`src/sv/sspan_ram.sv`:
```
// Simple dual-port synchronous RAM, one write and one registered read port.
module sspan_ram #(
  parameter int unsigned Width = 8,
  parameter int unsigned Depth = 16,
  localparam int unsigned AddrW = $clog2(Depth)
) (
  input  logic             clk_i,
  input  logic             we_i,
  input  logic [AddrW-1:0] waddr_i,
  input  logic [Width-1:0] wdata_i,
  input  logic             re_i,
  input  logic [AddrW-1:0] raddr_i,
  output logic [Width-1:0] rdata_o
);

  logic [Width-1:0] mem [Depth];
  logic [Width-1:0] rdata_q;

  always_ff @(posedge clk_i) begin
    if (we_i) begin
      mem[waddr_i] <= wdata_i;
    end
  end

  always_ff @(posedge clk_i) begin
    if (re_i) begin
      rdata_q <= mem[raddr_i];
    end
  end

  assign rdata_o = rdata_q;

endmodule

```
`config.mk`:
```
export PLATFORM = sky130hd
export DESIGN_NAME = sspan_ram
export DESIGN_NICKNAME = d
export VERILOG_FILES = /design/src/sv/sspan_ram.sv
export SDC_FILE = /design/constraint.sdc
export NUM_CORES = 1
export LEC_CHECK = 0
export BUFFER_PORTS_ARGS = -buffer_cell sky130_fd_sc_hd__buf_2
export CORE_MARGIN = 5
export CORE_UTILIZATION = 48
export DETAILED_ROUTE_END_ITERATION = 8
export PLACE_DENSITY = 0.66
export SKIP_CTS_REPAIR_TIMING = 1
export SYNTH_ARGS = -nofsm -noshare
export SYNTH_HDL_FRONTEND = slang
export SYNTH_SLANG_ARGS = --single-unit
```
`constraint.sdc`:
```
create_clock -name clk_i -period 2.3 [get_ports clk_i]
set_input_delay 0 -clock clk_i [delete_from_list [all_inputs] [get_ports clk_i]]
set_output_delay 0 -clock clk_i [all_outputs]
set_load 0.05 [all_outputs]
```
==> impl_metrics.tcl <==
set metrics [dict create \
    num_antenna_cells 0 \
    dpl.hpwl_um 6260 \
    yosys.area.top_type "edfxtp_1" \
    antenna_found_initial 0 \
    syn_area_per_cell_um2 22.8 \
    clk_pin_slew_ps 60 \
    initial_core_util_pct 48.6 \
    crit_chain "mux4_1 > a22oi_1 > nand2_1" \
    synth_cells 229 \
    cp_max_fo 1 \
    grt_setup_unrepaired "no" \
    htreeDepth 4 \
    vias 2493 \
    drt-initial-drc-count 133 \
    worstSetupStartpointType "flop" \
    drive_gt1_share_pct 28.7 \
    clkSinkCount 136 \
    fillers 798 \
    crit_path_top_delay_cell "mux4_1" \
    p_per_area_nw_per_um2 935 \
    hold_path_class "in -> reg" \
    ir_drop_mv 0.539 \
    fp.dieH_um 114 \
    max_slew_margin_pct 47.5 \
    grt_max_degree 33 \
    grt_pass1_vias 2592 \
    syn2layout_area_growth_pct 20.1 \
    clock_path_buffers 2 \
    insertion_delay_ps 510 \
    status "finished, final reports clean" \
    synth_cell_type_count 18 \
    syn_nets 248 \
    synthTopCellsByArea "edfxtp_1 78%, mux4_2 7.8%, mux4_1 7.0%" \
    drc 0 \
    timing.final.max_slew_violations 0 \
    fin_crit_sh_pct 68.3 \
    tightest_slew_ps 784 \
    cts_buffers 17 \
    die_x_um 114 \
    hold_violations 0 \
    instances_no_fill 440 \
    setup_viol 0 \
    period_minus_slack_ps 1570 \
    dp.cells 400 \
    finClkSkew_ps 4.01 \
    synth_edf_count 136 \
    power.total_w 0.00587 \
    core-area_um2 10700 \
    grt_overflow 0 \
    io_buffers 26 \
    dr.pass1.iters 4 \
    ys_seq_area_share_pct 78.1 \
    fin_nets 307 \
    antenna_left 0 \
    die_area_um2 13100 \
    required_ps 2550 \
    synth-main-ff-cell "edfxtp_1" \
    critical_path.top_delay_family "multiplexers" \
    max_cap_violations 0 \
    gp_congestion 0.731 \
    viasPerCell 5.67 \
    grt_pass1_wl_um 15800 \
    endpoint_kind "flop" \
    critical_path.max_stage_delay_ps 540 \
    postRouteWirelength_um 10100 \
    async_flop_share_pct 0 \
    netlist.area_leader.share_pct 78.1 \
    syn_area_um2 5230 \
    clock.fmax_mhz 636 \
    setup_tns_ps 0 \
    num_rows 38 \
    cts_tree "done" \
    crit_arrival_ps 1820 \
    synth_seq_cells 136 \
    yosysWarningCount 0 \
    synth.most_common_cell "edfxtp_1" \
    routedWlPerCell_um 22.9 \
    p_leak_nw 2.13 \
    boundaryPins 27 \
    groute.usage.overall_pct 17.1 \
    cts_root_buffer "clkbuf_8" \
    critPathKind "reg -> reg" \
    cp_num_buf_inv 0 \
    synth_common_cells "136 x edfxtp_1, 18 x mux4_2, 16 x a22oi_1" \
]
==> final cells by class <==
cell class	count	area (um^2)	area share, %
sequential	136	4080	65.1
clock inverter	12	181	2.89
clock buffer	19	422	6.72
tap	140	175	2.79
multi-input combinational	83	1060	16.8
timing repair buffer	50	358	5.70
==> state kept, by name, indices dropped and copies added, names as in the netlist <==
name and flops:
rdata_o 8, mem 128
==> cells in the final DEF, fill, tap and decap left out <==
| master | instances |
|---|---|
| a22oi_1 | 16 |
| and2_1 | 1 |
| and2b_1 | 1 |
| buf_12 | 2 |
| buf_2 | 26 |
| buf_4 | 13 |
| bufinv_16 | 5 |
| clkbuf_1 | 2 |
| clkbuf_16 | 16 |
| clkbuf_8 | 1 |
| clkinv_1 | 3 |
| clkinv_2 | 4 |
| dlygate4sd3_1 | 9 |
| edfxtp_1 | 136 |
| mux4_1 | 14 |
| mux4_2 | 18 |
| nand2_1 | 9 |
| nand2b_1 | 2 |
| nand3_1 | 1 |
| nand3b_1 | 2 |
| nor2_1 | 13 |
| nor2b_1 | 1 |
| nor3_1 | 4 |
| or3b_2 | 1 |
==> layer usage <==
layer	vias up	GRT usage, %	part of all wire, %
li1	1100	-	-
met1	1292	23.4	43
met2	88	27.0	49
met3	13	3.86	5.8
met4	0	6.57	1.6
met5	-	0	0
==> kinds of logic (layout without fill, tap and decap cells) <==
family	Yosys count	after routing	share of synthesized area, %
flip-flops	136	136	78.1
AND/OR/NAND/NOR	35	35	3.14
multiplexers	32	32	14.8
AO/OA/AOI/OAI	16	16	2.30
buffers and inverters	10	81	1.65
==> stage by stage <==
| step | instance area, um^2 | setup WS (ps) | hold WS (ps) | util [%] |
|---|---|---|---|---|
| 2_1_floorplan | 5230 | 807 | 98.9 | - |
| 3_3_place_gp | 5580 | 666 | 381 | 52.0 |
| 3_5_place_dp | 5580 | 668 | 385 | 52.0 |
| 4_1_cts | 6190 | 755 | -152 | 57.6 |
| 5_1_grt | 6280 | 720 | 58.0 | 58.4 |
| 6_report | 6280 | 728 | 60.7 | 58.4 |
==> power breakdown <==
part | switching [W] | internal (W)
Combinational | 0.000188 | 0.000117
Clock | 0.000915 | 0.00184
Sequential | 0.0000141 | 0.00279
Total | 0.00112 | 0.00475
==> worst register-to-register path: stages, from the launching register on <==
cell	delay [ps]
edfxtp_1	390
mux4_1	540
a22oi_1	290
nand2_1	100
==> path summary, 6_finish.rpt <==
| check | from | to | slack, ps | depth (start not counted) |
|---|---|---|---|---|
| setup / recovery | mem[1][5] | rdata_o[5] | 730 | 3 |
| setup reg to reg | mem[1][5] | rdata_o[5] | 730 | 3 |
| hold / removal | waddr_i[0] | mem[0][7] | 60 | 3 |
| hold reg to reg | mem[14][2] | rdata_o[2] | 750 | 3 |
Note: power is estimated with default switching activity, not from simulation.
